File: config.mk
export PLATFORM = sky130hd
export DESIGN_NAME = swap_slot_bitmap_allocator_core
export DESIGN_NICKNAME = d
export VERILOG_FILES = /design/src/hdl/ssba_pkg.sv /design/src/hdl/ssba_ctrl.sv /design/src/hdl/ssba_datapath.sv /design/src/hdl/swap_slot_bitmap_allocator_core.sv
export SDC_FILE = /design/constraint.sdc
export NUM_CORES = 1
export LEC_CHECK = 0
export BUFFER_PORTS_ARGS = -buffer_cell sky130_fd_sc_hd__buf_2
export CAP_MARGIN = 15
export CORE_MARGIN = 3
export CORE_UTILIZATION = 55
export DETAILED_ROUTE_END_ITERATION = 10
export HOLD_SLACK_MARGIN = 0.02
export PLACE_DENSITY = 0.79
export SLEW_MARGIN = 20
export SYNTH_ARGS = -nofsm -noshare
export SYNTH_HDL_FRONTEND = slang
export SYNTH_SLANG_ARGS = --single-unit
File: constraint.sdc
create_clock -name clk -period 12.9 [get_ports clk]
set_input_delay 0.645 -clock clk [delete_from_list [all_inputs] [get_ports clk]]
set_output_delay 0.645 -clock clk [all_outputs]
set_load 0.1 [all_outputs]
File: src/hdl/ssba_pkg.sv
// Shared types and constants for the swap slot bitmap allocator.
`timescale 1ns / 1ps
`default_nettype none

package ssba_pkg;

    // Field widths of the stream words
    localparam int MODE_W   = 2;
    localparam int SLOT_W   = 10;
    localparam int STATUS_W = 2;
    localparam int IN_TDATA_W  = 16;
    localparam int OUT_TDATA_W = 16;

    // Bitmap word width
    localparam int BITS_PER_WORD = 32;
    localparam int BIT_SEL_W     = 5;

    // Request codes
    typedef enum logic [MODE_W-1:0] {
        MODE_FIND    = 2'd0,
        MODE_MARK    = 2'd1,
        MODE_RELEASE = 2'd2
    } mode_t;

    // Result codes
    typedef enum logic [STATUS_W-1:0] {
        STATUS_OK   = 2'd0,
        STATUS_SAME = 2'd1,
        STATUS_NONE = 2'd2
    } status_t;

    // Controller states
    typedef enum logic [2:0] {
        ST_CLEAR,
        ST_IDLE,
        ST_DISPATCH,
        ST_BIT,
        ST_SCAN,
        ST_RESP
    } state_t;

    // Commands from controller to datapath
    typedef struct packed {
        logic    in_ready;     // request port open
        logic    req_load;     // capture request word
        logic    addr_rst;     // scan address back to word 0
        logic    addr_inc;     // advance scan address
        logic    clr_wr;       // write zero word at scan address
        logic    rd_en;        // read bitmap word
        logic    rd_slot;      // read address from request slot, else scan address
        logic    bit_wr;       // write request word with slot bit flipped
        logic    stage_load;   // load result staging register
        status_t stage_status; // status to stage
        logic    stage_found;  // stage found slot, else zero
        logic    out_load;     // move staged result to output register
    } ctl_cmd_t;

    // Status from datapath to controller
    typedef struct packed {
        mode_t mode;       // registered request mode
        logic  slot_oob;   // request slot beyond the bitmap
        logic  bit_set;    // slot bit in the word just read
        logic  word_full;  // word just read has no free bit
        logic  chk_last;   // word just read is the last one
        logic  found_oob;  // lowest free bit lies beyond the slot count
        logic  scan_last;  // scan address is the last word
        logic  out_free;   // output register can take a result
    } dp_sts_t;

endpackage

`default_nettype wire

File: src/hdl/ssba_ctrl.sv
// Controller state machine for the swap slot bitmap allocator.
`timescale 1ns / 1ps
`default_nettype none

module ssba_ctrl
    import ssba_pkg::*;
(
    input  wire logic     clk,
    input  wire logic     rst_n,
    input  wire logic     in_valid,
    input  wire dp_sts_t  sts,
    output ctl_cmd_t      cmd
);

    state_t state_reg;
    state_t state_next;

    // State register
    always_ff @(posedge clk or negedge rst_n)
    begin
        if (!rst_n)
        begin
            state_reg <= ST_CLEAR;
        end
        else
        begin
            state_reg <= state_next;
        end
    end

    // Next state and commands
    always_comb
    begin
        state_next = state_reg;
        cmd        = '0;
        cmd.stage_status = STATUS_OK;

        unique case (state_reg)
            // sweep zeros through the bitmap after reset
            ST_CLEAR:
            begin
                cmd.clr_wr = 1'b1;
                if (sts.scan_last)
                begin
                    cmd.addr_rst = 1'b1;
                    state_next   = ST_IDLE;
                end
                else
                begin
                    cmd.addr_inc = 1'b1;
                end
            end

            ST_IDLE:
            begin
                cmd.in_ready = 1'b1;
                if (in_valid)
                begin
                    cmd.req_load = 1'b1;
                    cmd.addr_rst = 1'b1;
                    state_next   = ST_DISPATCH;
                end
            end

            ST_DISPATCH:
            begin
                unique case (sts.mode)
                    MODE_FIND:
                    begin
                        cmd.rd_en    = 1'b1;
                        cmd.addr_inc = 1'b1;
                        state_next   = ST_SCAN;
                    end
                    MODE_MARK, MODE_RELEASE:
                    begin
                        if (sts.slot_oob)
                        begin
                            cmd.stage_load   = 1'b1;
                            cmd.stage_status = STATUS_SAME;
                            state_next       = ST_RESP;
                        end
                        else
                        begin
                            cmd.rd_en   = 1'b1;
                            cmd.rd_slot = 1'b1;
                            state_next  = ST_BIT;
                        end
                    end
                    default:
                    begin
                        // unused mode: plain ok
                        cmd.stage_load   = 1'b1;
                        cmd.stage_status = STATUS_OK;
                        state_next       = ST_RESP;
                    end
                endcase
            end

            // slot word is in the read register: test and flip the bit
            ST_BIT:
            begin
                cmd.stage_load = 1'b1;
                cmd.rd_slot    = 1'b1;
                state_next     = ST_RESP;
                if ((sts.mode == MODE_MARK) == sts.bit_set)
                begin
                    cmd.stage_status = STATUS_SAME;
                end
                else
                begin
                    cmd.bit_wr       = 1'b1;
                    cmd.stage_status = STATUS_OK;
                end
            end

            // one word checked per cycle while the next one is read
            ST_SCAN:
            begin
                if (!sts.word_full)
                begin
                    cmd.stage_load = 1'b1;
                    state_next     = ST_RESP;
                    if (sts.found_oob)
                    begin
                        cmd.stage_status = STATUS_NONE;
                    end
                    else
                    begin
                        cmd.stage_status = STATUS_OK;
                        cmd.stage_found  = 1'b1;
                    end
                end
                else if (sts.chk_last)
                begin
                    cmd.stage_load   = 1'b1;
                    cmd.stage_status = STATUS_NONE;
                    state_next       = ST_RESP;
                end
                else
                begin
                    cmd.rd_en    = 1'b1;
                    cmd.addr_inc = 1'b1;
                end
            end

            ST_RESP:
            begin
                if (sts.out_free)
                begin
                    cmd.out_load = 1'b1;
                    state_next   = ST_IDLE;
                end
            end

            default:
            begin
                state_next = ST_IDLE;
            end
        endcase
    end

endmodule

`default_nettype wire

File: src/hdl/ssba_datapath.sv
// Bitmap memory, scan address, request and result registers.
`timescale 1ns / 1ps
`default_nettype none

module ssba_datapath
    import ssba_pkg::*;
#(
    parameter int NUM_SLOTS = 1024
)
(
    input  wire logic                   clk,
    input  wire logic                   rst_n,
    input  wire ctl_cmd_t               cmd,
    output dp_sts_t                     sts,
    input  wire logic [IN_TDATA_W-1:0]  in_data,
    output logic                        out_valid,
    input  wire logic                   out_ready,
    output logic [OUT_TDATA_W-1:0]      out_data
);

    localparam int WORD_COUNT = (NUM_SLOTS + BITS_PER_WORD - 1) / BITS_PER_WORD;
    localparam int AW = (WORD_COUNT > 1) ? $clog2(WORD_COUNT) : 1;
    localparam int FW = AW + BIT_SEL_W;
    localparam logic [AW-1:0] LAST_WORD  = AW'(WORD_COUNT - 1);
    localparam logic [FW:0]   SLOT_LIMIT = (FW + 1)'(NUM_SLOTS);

    // lowest clear bit of a word
    function automatic logic [BIT_SEL_W-1:0] first_zero(input logic [BITS_PER_WORD-1:0] w);
        logic [BIT_SEL_W-1:0] pos;
        pos = '0;
        for (int i = BITS_PER_WORD - 1; i >= 0; i--)
        begin
            if (!w[i])
            begin
                pos = BIT_SEL_W'(i);
            end
        end
        return pos;
    endfunction

    logic [BITS_PER_WORD-1:0] mem [WORD_COUNT];
    logic [BITS_PER_WORD-1:0] rd_data_reg;
    logic [AW-1:0]            chk_addr_reg;
    logic [AW-1:0]            scan_addr_reg;
    mode_t                    mode_reg;
    logic [SLOT_W-1:0]        slot_reg;
    status_t                  stage_status_reg;
    logic [SLOT_W-1:0]        stage_slot_reg;
    logic                     out_valid_reg;
    status_t                  out_status_reg;
    logic [SLOT_W-1:0]        out_slot_reg;

    logic [AW+SLOT_W-1:0]     slot_ext;
    logic [AW-1:0]            slot_word;
    logic [BIT_SEL_W-1:0]     slot_bit;
    logic [AW-1:0]            rd_addr;
    logic [AW-1:0]            wr_addr;
    logic [BITS_PER_WORD-1:0] wr_data;
    logic                     wr_en;
    logic [FW-1:0]            found;
    logic [FW+SLOT_W-1:0]     found_ext;
    logic [BITS_PER_WORD-1:0] slot_onehot;

    // request slot split into word and bit
    assign slot_ext    = {{AW{1'b0}}, slot_reg};
    assign slot_word   = slot_ext[AW+BIT_SEL_W-1:BIT_SEL_W];
    assign slot_bit    = slot_reg[BIT_SEL_W-1:0];
    assign slot_onehot = BITS_PER_WORD'(1) << slot_bit;

    // memory address and write data selection
    assign rd_addr = cmd.rd_slot ? slot_word : scan_addr_reg;
    assign wr_addr = cmd.bit_wr ? slot_word : scan_addr_reg;
    assign wr_data = cmd.bit_wr ? (rd_data_reg ^ slot_onehot) : '0;
    assign wr_en   = cmd.bit_wr | cmd.clr_wr;

    // found slot from checked word
    assign found     = {chk_addr_reg, first_zero(rd_data_reg)};
    assign found_ext = {{SLOT_W{1'b0}}, found};

    // bitmap memory, one write and one registered read per cycle
    always_ff @(posedge clk)
    begin
        if (wr_en)
        begin
            mem[wr_addr] <= wr_data;
        end
        if (cmd.rd_en)
        begin
            rd_data_reg  <= mem[rd_addr];
            chk_addr_reg <= rd_addr;
        end
    end

    // request and staging payload
    always_ff @(posedge clk)
    begin
        if (cmd.req_load)
        begin
            mode_reg <= mode_t'(in_data[MODE_W-1:0]);
            slot_reg <= in_data[MODE_W+SLOT_W-1:MODE_W];
        end
        if (cmd.stage_load)
        begin
            stage_status_reg <= cmd.stage_status;
            stage_slot_reg   <= cmd.stage_found ? found_ext[SLOT_W-1:0] : '0;
        end
        if (cmd.out_load)
        begin
            out_status_reg <= stage_status_reg;
            out_slot_reg   <= stage_slot_reg;
        end
    end

    // scan address counter and output valid
    always_ff @(posedge clk or negedge rst_n)
    begin
        if (!rst_n)
        begin
            scan_addr_reg <= '0;
            out_valid_reg <= 1'b0;
        end
        else
        begin
            if (cmd.addr_rst)
            begin
                scan_addr_reg <= '0;
            end
            else if (cmd.addr_inc)
            begin
                scan_addr_reg <= scan_addr_reg + AW'(1);
            end

            if (cmd.out_load)
            begin
                out_valid_reg <= 1'b1;
            end
            else if (out_ready)
            begin
                out_valid_reg <= 1'b0;
            end
        end
    end

    // status towards the controller
    always_comb
    begin
        sts.mode      = mode_reg;
        sts.slot_oob  = {{(32 - SLOT_W){1'b0}}, slot_reg} >= 32'(NUM_SLOTS);
        sts.bit_set   = rd_data_reg[slot_bit];
        sts.word_full = &rd_data_reg;
        sts.chk_last  = chk_addr_reg == LAST_WORD;
        sts.found_oob = {1'b0, found} >= SLOT_LIMIT;
        sts.scan_last = scan_addr_reg == LAST_WORD;
        sts.out_free  = !out_valid_reg || out_ready;
    end

    assign out_valid = out_valid_reg;
    assign out_data  = {{(OUT_TDATA_W - STATUS_W - SLOT_W){1'b0}}, out_slot_reg, out_status_reg};

endmodule

`default_nettype wire

File: src/hdl/swap_slot_bitmap_allocator_core.sv
// Top level of the swap slot bitmap allocator.
//
//  channel  dir  width  fields (low bit first)
//  s_axis   in   16     mode[1:0], slot_index[11:2]
//  m_axis   out  16     status[1:0], found_slot[11:2]
//
// Find reads and checks one bitmap word per cycle through the single memory
// read port. Mark and release read the slot word, test the bit and write it
// back flipped when it changes, then hand off the result; when the slot is out
// of range, or for an unused mode, the read and write-back are skipped. After
// reset a clearing pass zeroes all NUM_SLOTS/32 (rounded up) bitmap words,
// with s_axis_tready low. A result waits in the output register while m_axis is
// stalled; the next request is taken meanwhile and its result held back.
`timescale 1ns / 1ps
`default_nettype none

module swap_slot_bitmap_allocator_core
    import ssba_pkg::*;
#(
    parameter int NUM_SLOTS = 1024
)
(
    input  wire logic                   clk,
    input  wire logic                   rst_n,
    input  wire logic                   s_axis_tvalid,
    output logic                        s_axis_tready,
    input  wire logic [IN_TDATA_W-1:0]  s_axis_tdata,  // mode[1:0], slot_index[11:2]
    output logic                        m_axis_tvalid,
    input  wire logic                   m_axis_tready,
    output logic [OUT_TDATA_W-1:0]      m_axis_tdata   // status[1:0], found_slot[11:2]
);

    ctl_cmd_t cmd;
    dp_sts_t  sts;

    // controller
    ssba_ctrl u_ctrl (
        .clk      (clk),
        .rst_n    (rst_n),
        .in_valid (s_axis_tvalid),
        .sts      (sts),
        .cmd      (cmd)
    );

    // datapath
    ssba_datapath #(
        .NUM_SLOTS (NUM_SLOTS)
    ) u_datapath (
        .clk       (clk),
        .rst_n     (rst_n),
        .cmd       (cmd),
        .sts       (sts),
        .in_data   (s_axis_tdata),
        .out_valid (m_axis_tvalid),
        .out_ready (m_axis_tready),
        .out_data  (m_axis_tdata)
    );

    assign s_axis_tready = cmd.in_ready;

endmodule

`default_nettype wire
==> qor.txt, run 1 <==
===============================================================================
Total congestion overflow after global routing                                0
Initial core utilization                                                  56.0%
Netlist area before placement                                         44600 um2
Top_reg_cell synth                                                     edfxtp_1
Top fanout value on the critical path                                       102
Layout cell share with drive strength beyond 1                            10.4%
Number of vias after detailed routing                                     29000
Total internal power                                                    6.95 mW
Initial antenna violation count                                               1
Top achievable clock speed                                              175 MHz
Routability congestion estimate                                           0.871
Maximum Capacitance Violations                                                0
CTS Buf Count                                                               103
Detailed Route WL                                                     118000 um
Sequential Power Share                                                    41.1%
Number of core rows                                                         103
Maximum number of pins on one net before global-route repair                247
Final period utilization                                                  44.4%
Number of routed nets with antenna violations                                 0
Post-synthesis register bit count                                          1106
Largest register FFs                                                       1024
Classification of the worst-slack hold path                              in2reg
Maximum clock skew at final layout                                    0.0240 ns
Horizontal die dimension                                                 291 um
Switching Share                                                           35.5%
Post-route DRC violation count                                                0
Power per cell area                                                  217 nW/um2
Die Outline Area                                                      84500 um2
GRT Util Overall                                                          27.2%
Worst Tran Pin Value                                                    1.11 ns
Final sum of negative setup slack                                          0 ns
Number of buffers inserted by port buffering                                 29
Worst IR drop on VDD                                                     262 uV
Clock sink count                                                           1106
Cell with the most instances on the worst path                            buf_4
Smallest hold slack                                                    0.158 ns
Synth Warn #                                                                  0
Critical path type                                                      reg2reg
Layout overhead on the synthesized area                                   11.2%
Post-synthesis sequential area ratio                                      74.4%
Wire length per cell after detailed routing                             27.6 um
Via/cell ratio                                                             6.78
Number of DRC markers after the initial detailed-route iteration           4433
Top Family by Delay on Critical Path                               buffers and inverters
Cell accounting for the most synthesized area                          edfxtp_1
Standard cell with the maximum stage delay on the critical path           buf_4
Total of endpoints with negative setup slack in the final report              0
Synth Instances                                                            3158
Core Box Area                                                         79600 um2
Category of the worst setup path capture point                         register
Via count of the first global-routing pass                                27600
Most frequent cells after synthesis                                1097 x edfxtp_1, 549 x nand2_1, 261 x and3_1, 259 x a31oi_1, 258 x a211oi_1
Maximum single-stage delay on the critical path                         0.99 ns
Yosys top cell area share                                                 73.9%
Fraction of power consumed by combinational cells                         31.8%
Crit start category                                                    register
Count of cells resized by post-cts repair                                     0
Standby leakage power                                                   16.1 nW
CP Buf/Inv Count                                                              4
Worst-case headroom to the max-slew limit                                 25.9%
Longest Clk Path Bufs                                                         3
Final min period                                                        5.72 ns
Clock network fraction of design power                                    27.1%
Cell at the root of the clock tree                                    clkbuf_16
Number of iterations in the first detailed-routing pass                       6
Die Span Y                                                               291 um
Count of flip-flops with a built-in enable after synthesis                 1097
Worst Path Arrival                                                      6.09 ns
Setup repair after global routing missed its margin                          no
CP Data Required Time                                                  13.27 ns
Later-pin clock latency in the skew report                              0.67 ns
Endpoints failing hold                                                        0
Sum of net half-perimeters after detailed placement                    58600 um
Status                                                                completed
Io pins                                                                      38
Worst-path cell chain                                              inv_1 > ha_1 > nor2_1 > nor2_2 > mux2i_4 > buf_4 > buf_4 > buf_4 > a211oi_1 > a31oi_1 > o22ai_1 > nor4_1
Reported net switching power                                            3.82 mW
Worst-path clk slew                                                     0.06 ns
Average footprint of a synthesized cell                                14.1 um2
Number of levels the H-tree was split into                                    3
Most used standard cell by instance count after synthesis              edfxtp_1
Dominant cells by area after synthesis                             edfxtp_1 74%, nand2_1 4.6%, a211oi_1 4.3%
First-pass GRT wire length                                            173000 um
Clock tree from TritonCTS                                                   yes
Ys async rst share                                                       0.814%
Pins Over Slew Limit                                                          0
# nets final                                                               3163
Distinct cell type count after synthesis                                     55
===============================================================================
cell families after synthesis:
| group | Yosys count | share of synthesized area, % |
|---|---|---|
| flops | 1106 | 74.4 |
| simple gates | 1009 | 10.7 |
| compound gates | 714 | 10.8 |
| buf+inv | 268 | 2.57 |
| xor+xnor | 36 | 0.707 |
| mux | 18 | 0.651 |
| fa+ha+maj | 6 | 0.168 |
| other cells | 1 | 0.00841 |
per-stage QoR:
step	setup slack [ns]	area, um2	utilization, %	power, mW	std cells
2_1_floorplan	8.14	44600	-	6.86	3161
3_3_place_gp	7.39	46300	58.1	7.72	4080
3_5_place_dp	7.27	46300	58.1	7.81	4080
4_1_cts	7.20	49500	62.2	10.7	4268
5_1_grt	6.86	49600	62.2	11.2	4269
6_report	7.18	49600	62.2	10.8	4270
cell usage in the layout, fill, tap and decap left out, types with 32 or more instances in the layout:
cell type / synthesis / final
a31oi_1: 259 / 259
o22ai_1: 146 / 131
nor2_1: 72 / 65
edfxtp_1: 1097 / 1097
a211oi_1: 258 / 258
and3_1: 261 / 261
nand2_1: 549 / 545
clkbuf_16: 0 / 106
nor4_1: 34 / 32
buf_4: 7 / 89
layout make-up:
cell class | instances | area [um2]
clock inverter | 60 | 479
multi-input combinational | 1787 | 10900
antenna | 1 | 2.50
tap | 1050 | 1310
sequential | 1106 | 33200
fill | 5418 | 30100
timing repair buffer | 121 | 858
clock buffer | 127 | 2730
inverter | 18 | 83.8
metal layers:
layer  global-route usage [%]  vias to the layer above  share of wire [%]
li1                         -                    12300                  -
met1                     37.3                    14200                 36
met2                     41.9                     2132                 46
met3                     5.80                      380                 13
met4                     13.0                        2                4.5
met5                    0.397                        -              0.036
power by group through the flow:
stage	clock, mW	sequential (mW)	combinational [mW]
floorplan	0	4.50	2.35
CTS	2.93	4.42	3.36
global route	3.07	4.44	3.67
finish	2.92	4.43	3.43
detailed placement	0	4.50	3.32
global placement	0	4.48	3.23
path summary, 6_finish.rpt:
kind                                              start                           to  slack [ns]  cells after the start
setup reg to reg                 u_datapath.mode_reg[0]   u_datapath.rd_data_reg[23]        7.18                     12
hold / removal                          s_axis_tdata[2]       u_datapath.slot_reg[0]        0.16                      1
max in group asynchronous                         rst_n         u_datapath.out_valid       12.34                      2
setup / recovery                 u_datapath.mode_reg[0]   u_datapath.rd_data_reg[23]        7.18                     12
min in group asynchronous                         rst_n  u_datapath.scan_addr_reg[2]        0.37                      2
hold reg to reg            u_datapath.stage_slot_reg[9]   u_datapath.out_slot_reg[9]        0.42                      0
what timing repair did:
action / CTS / global route
setup endpoints to repair: 0 / 0
hold buffers: 1 / 0
setup buffers: 0 / 0
hold endpoints to repair: 9 / 0
(Power assumes the default switching activity.)
==> run 2: changes to the inputs <==
--- a/config.mk
+++ b/config.mk
@@ -11,7 +11,7 @@
 export CORE_UTILIZATION = 55
 export DETAILED_ROUTE_END_ITERATION = 10
 export HOLD_SLACK_MARGIN = 0.02
-export PLACE_DENSITY = 0.79
+export PLACE_DENSITY = 0.82
 export SLEW_MARGIN = 20
 export SYNTH_ARGS = -nofsm -noshare
 export SYNTH_HDL_FRONTEND = slang
==> constraint.sdc (replaced) <==
create_clock -name clk -period 4.6 [get_ports clk]
set_input_delay 0.23 -clock clk [delete_from_list [all_inputs] [get_ports clk]]
set_output_delay 0.23 -clock clk [all_outputs]
set_load 0.1 [all_outputs]
==> run 2 against run 1 <==
Against the previous run:
- worst setup slack got worse by 6.9 ns
- critical path depth fell by 5
- via count grew 1.6%
- global-route usage grew 0.26 points
- clock power increased to 2.9 times the previous value
- worst hold slack gained 0.11 ns
- final area up 1.9%
- critical endpoint is now u_datapath.mem[10][10]
- largest cell class unchanged
==> qor.txt, run 2 (synthesis gave the netlist of run 1 again) <==
===============================================================================
Number of inserted filler cells in the final layout                        5323   was 5418
Detailed Route WL                                                     120000 um   was 118000 um
Classification of the worst-slack hold path                              in2reg   unchanged
Post-route DRC violation count                                                0   unchanged
Worst-case headroom to the max-slew limit                                 23.0%   was 25.9%
Longest Clk Path Bufs                                                         3   unchanged
Worst Path Arrival                                                      4.63 ns   was 6.09 ns
Number of iterations in the first detailed-routing pass                       6   unchanged
Setup repair after global routing missed its margin                          no   unchanged
Maximum number of pins on one net before global-route repair                205   was 247
Worst Tran Pin Value                                                    1.14 ns   was 1.11 ns
Final period utilization                                                  93.4%   was 44.4%
Clock sink count                                                           1106   unchanged
Sequential cell area in the final layout                              33200 um2   unchanged
Reported net switching power                                            11.2 mW   was 3.82 mW
Clock tree from TritonCTS                                                   yes   unchanged
Largest register FFs                                                       1024   unchanged
Worst IR drop on VDD                                                     580 uV   was 262 uV
Number of levels the H-tree was split into                                    3   unchanged
Pins Over Slew Limit                                                          0   unchanged
Power per cell area                                                  618 nW/um2   was 217 nW/um2
Crit start category                                                    register   unchanged
Initial antenna violation count                                               5   was 1
GRT Util Overall                                                          27.4%   was 27.2%
Worst-path clk slew                                                     0.07 ns   was 0.06 ns
Maximum Capacitance Violations                                                0   unchanged
Status                                                                completed   unchanged
Count of cells resized by post-cts repair                                     0   unchanged
Final min period                                                        4.30 ns   was 5.72 ns
Die Span Y                                                               291 um   unchanged
Top achievable clock speed                                              233 MHz   was 175 MHz
Layout cell share with drive strength beyond 1                            12.0%   was 10.4%
Number of vias after detailed routing                                     29400   was 29000
Total of endpoints with negative setup slack in the final report              0   unchanged
Horizontal die dimension                                                 291 um   unchanged
Later-pin clock latency in the skew report                              0.70 ns   was 0.67 ns
Maximum clock skew at final layout                                    0.0407 ns   was 0.0240 ns
Initial core utilization                                                  56.0%   unchanged
Standby leakage power                                                   16.6 nW   was 16.1 nW
DP Cell Count                                                              4129   was 4080
Clock network fraction of design power                                    27.4%   was 27.1%
Commonest cells after routing, fill and taps aside                 1097 x edfxtp_1, 545 x nand2_1, 261 x and3_1   unchanged
First-pass GRT wire length                                            177000 um   was 173000 um
# nets final                                                               3228   was 3163
Final instance count without filler cells                                  4340   was 4270
Number of routed nets with antenna violations                                 0   unchanged
Endpoints failing hold                                                        0   unchanged
Layout overhead on the synthesized area                                   13.3%   was 11.2%
Total congestion overflow after global routing                                0   unchanged
Cell at the root of the clock tree                                    clkbuf_16   unchanged
Routability congestion estimate                                           0.917   was 0.871
Wire length per cell after detailed routing                             27.5 um   was 27.6 um
CP Data Required Time                                                   4.93 ns   was 13.27 ns
Io pins                                                                      38   unchanged
Tot Pwr                                                                 31.2 mW   was 10.8 mW
Via/cell ratio                                                             6.78   about the same
Leading cell type in the layout, fill and taps excluded                edfxtp_1   unchanged
Category of the worst setup path capture point                         register   unchanged
Number of DRC markers after the initial detailed-route iteration           4848   was 4433
Core Box Area                                                         79600 um2   unchanged
Number of core rows                                                         103   unchanged
Switching Share                                                           36.0%   was 35.5%
Critical path type                                                      reg2reg   unchanged
Top fanout value on the critical path                                        18   was 102
CTS Buf Count                                                               104   was 103
Sequential Power Share                                                    39.6%   was 41.1%
Die Outline Area                                                      84500 um2   unchanged
Area of combinational cells with multiple inputs                      10900 um2   about the same
Sum of net half-perimeters after detailed placement                    64600 um   was 58600 um
Fraction of power consumed by combinational cells                         33.0%   was 31.8%
Number of buffers inserted by port buffering                                 29   unchanged
Total internal power                                                    20.0 mW   was 6.95 mW
Via count of the first global-routing pass                                28500   was 27600
# diodes                                                                      0   was 1
===============================================================================
==> run 2: final cells by class <==
| cell class | count | share of cell area (%) |
|---|---|---|
| flip-flops and latches | 1106 | 65.6 |
| multi-input cells | 1787 | 21.5 |
| clock buffers | 122 | 5.28 |
| repair buffers | 185 | 3.40 |
| well taps | 1050 | 2.60 |
| clock inverters | 72 | 1.37 |
| inverters | 18 | 0.166 |
==> run 2: path summary, 6_finish.rpt <==
check | startpoint | end | slack, ns | depth (start not counted)
min in group asynchronous | rst_n | u_ctrl.state_reg[2] | 0.55 | 3
setup reg to reg | u_datapath.slot_reg[1] | u_datapath.mem[10][10] | 0.30 | 7
max in group asynchronous | rst_n | u_datapath.scan_addr_reg[3] | 3.74 | 3
hold reg to reg | u_datapath.stage_slot_reg[5] | u_datapath.out_slot_reg[5] | 0.42 | 0
setup / recovery | u_datapath.slot_reg[1] | u_datapath.mem[10][10] | 0.30 | 7
hold / removal | s_axis_tdata[0] | u_datapath.mode_reg[0] | 0.27 | 2
==> run 2: per-stage QoR <==
| stage | setup slack (ns) | cell area, um2 | hold slack, ns | setup TNS [ns] | utilization, % |
|---|---|---|---|---|---|
| global placement | 0.516 | 46900 | 0.0940 | 0 | 58.9 |
| global route | 0.230 | 50500 | 0.274 | 0 | 63.4 |
| finish | 0.303 | 50500 | 0.268 | 0 | 63.4 |
| CTS | 0.414 | 50500 | 0.241 | 0 | 63.4 |
| floorplan | -0.127 | 44600 | -0.0656 | -59.67 | - |
| detailed placement | 0.463 | 47000 | 0.0958 | 0 | 59.0 |
==> run 2: power groups by stage <==
stage,Sequential (mW),Combinational [mW],Clock [mW]
floorplan,12.6,6.60,0
global placement,12.5,9.60,0
detailed placement,12.6,9.96,0
CTS,12.3,10.1,8.55
global route,12.4,11.0,8.93
finish,12.4,10.3,8.54
==> run 2: critical path, stage by stage, from the launching register on <==
cell      delay, ns
edfxtp_1       0.66
mux4_2         0.56
mux2_2         0.28
o21ai_2        0.31
mux2i_4        0.27
or2_2          0.47
o22ai_4        0.85
buf_4          0.51
==> run 2: timing repair <==
item                      in CTS  in global routing
buffers inserted               0                  0
hold endpoints to repair      26                  0
hold buffers                  16                  0
==> run 2: routing by layer <==
metal,up-vias,GRT usage [%],part of all wire [%]
met4,2,12.7,4.6
met2,2167,42.8,47
met5,-,0,0.011
met1,14500,37.4,36
met3,362,5.76,12
li1,12400,-,-
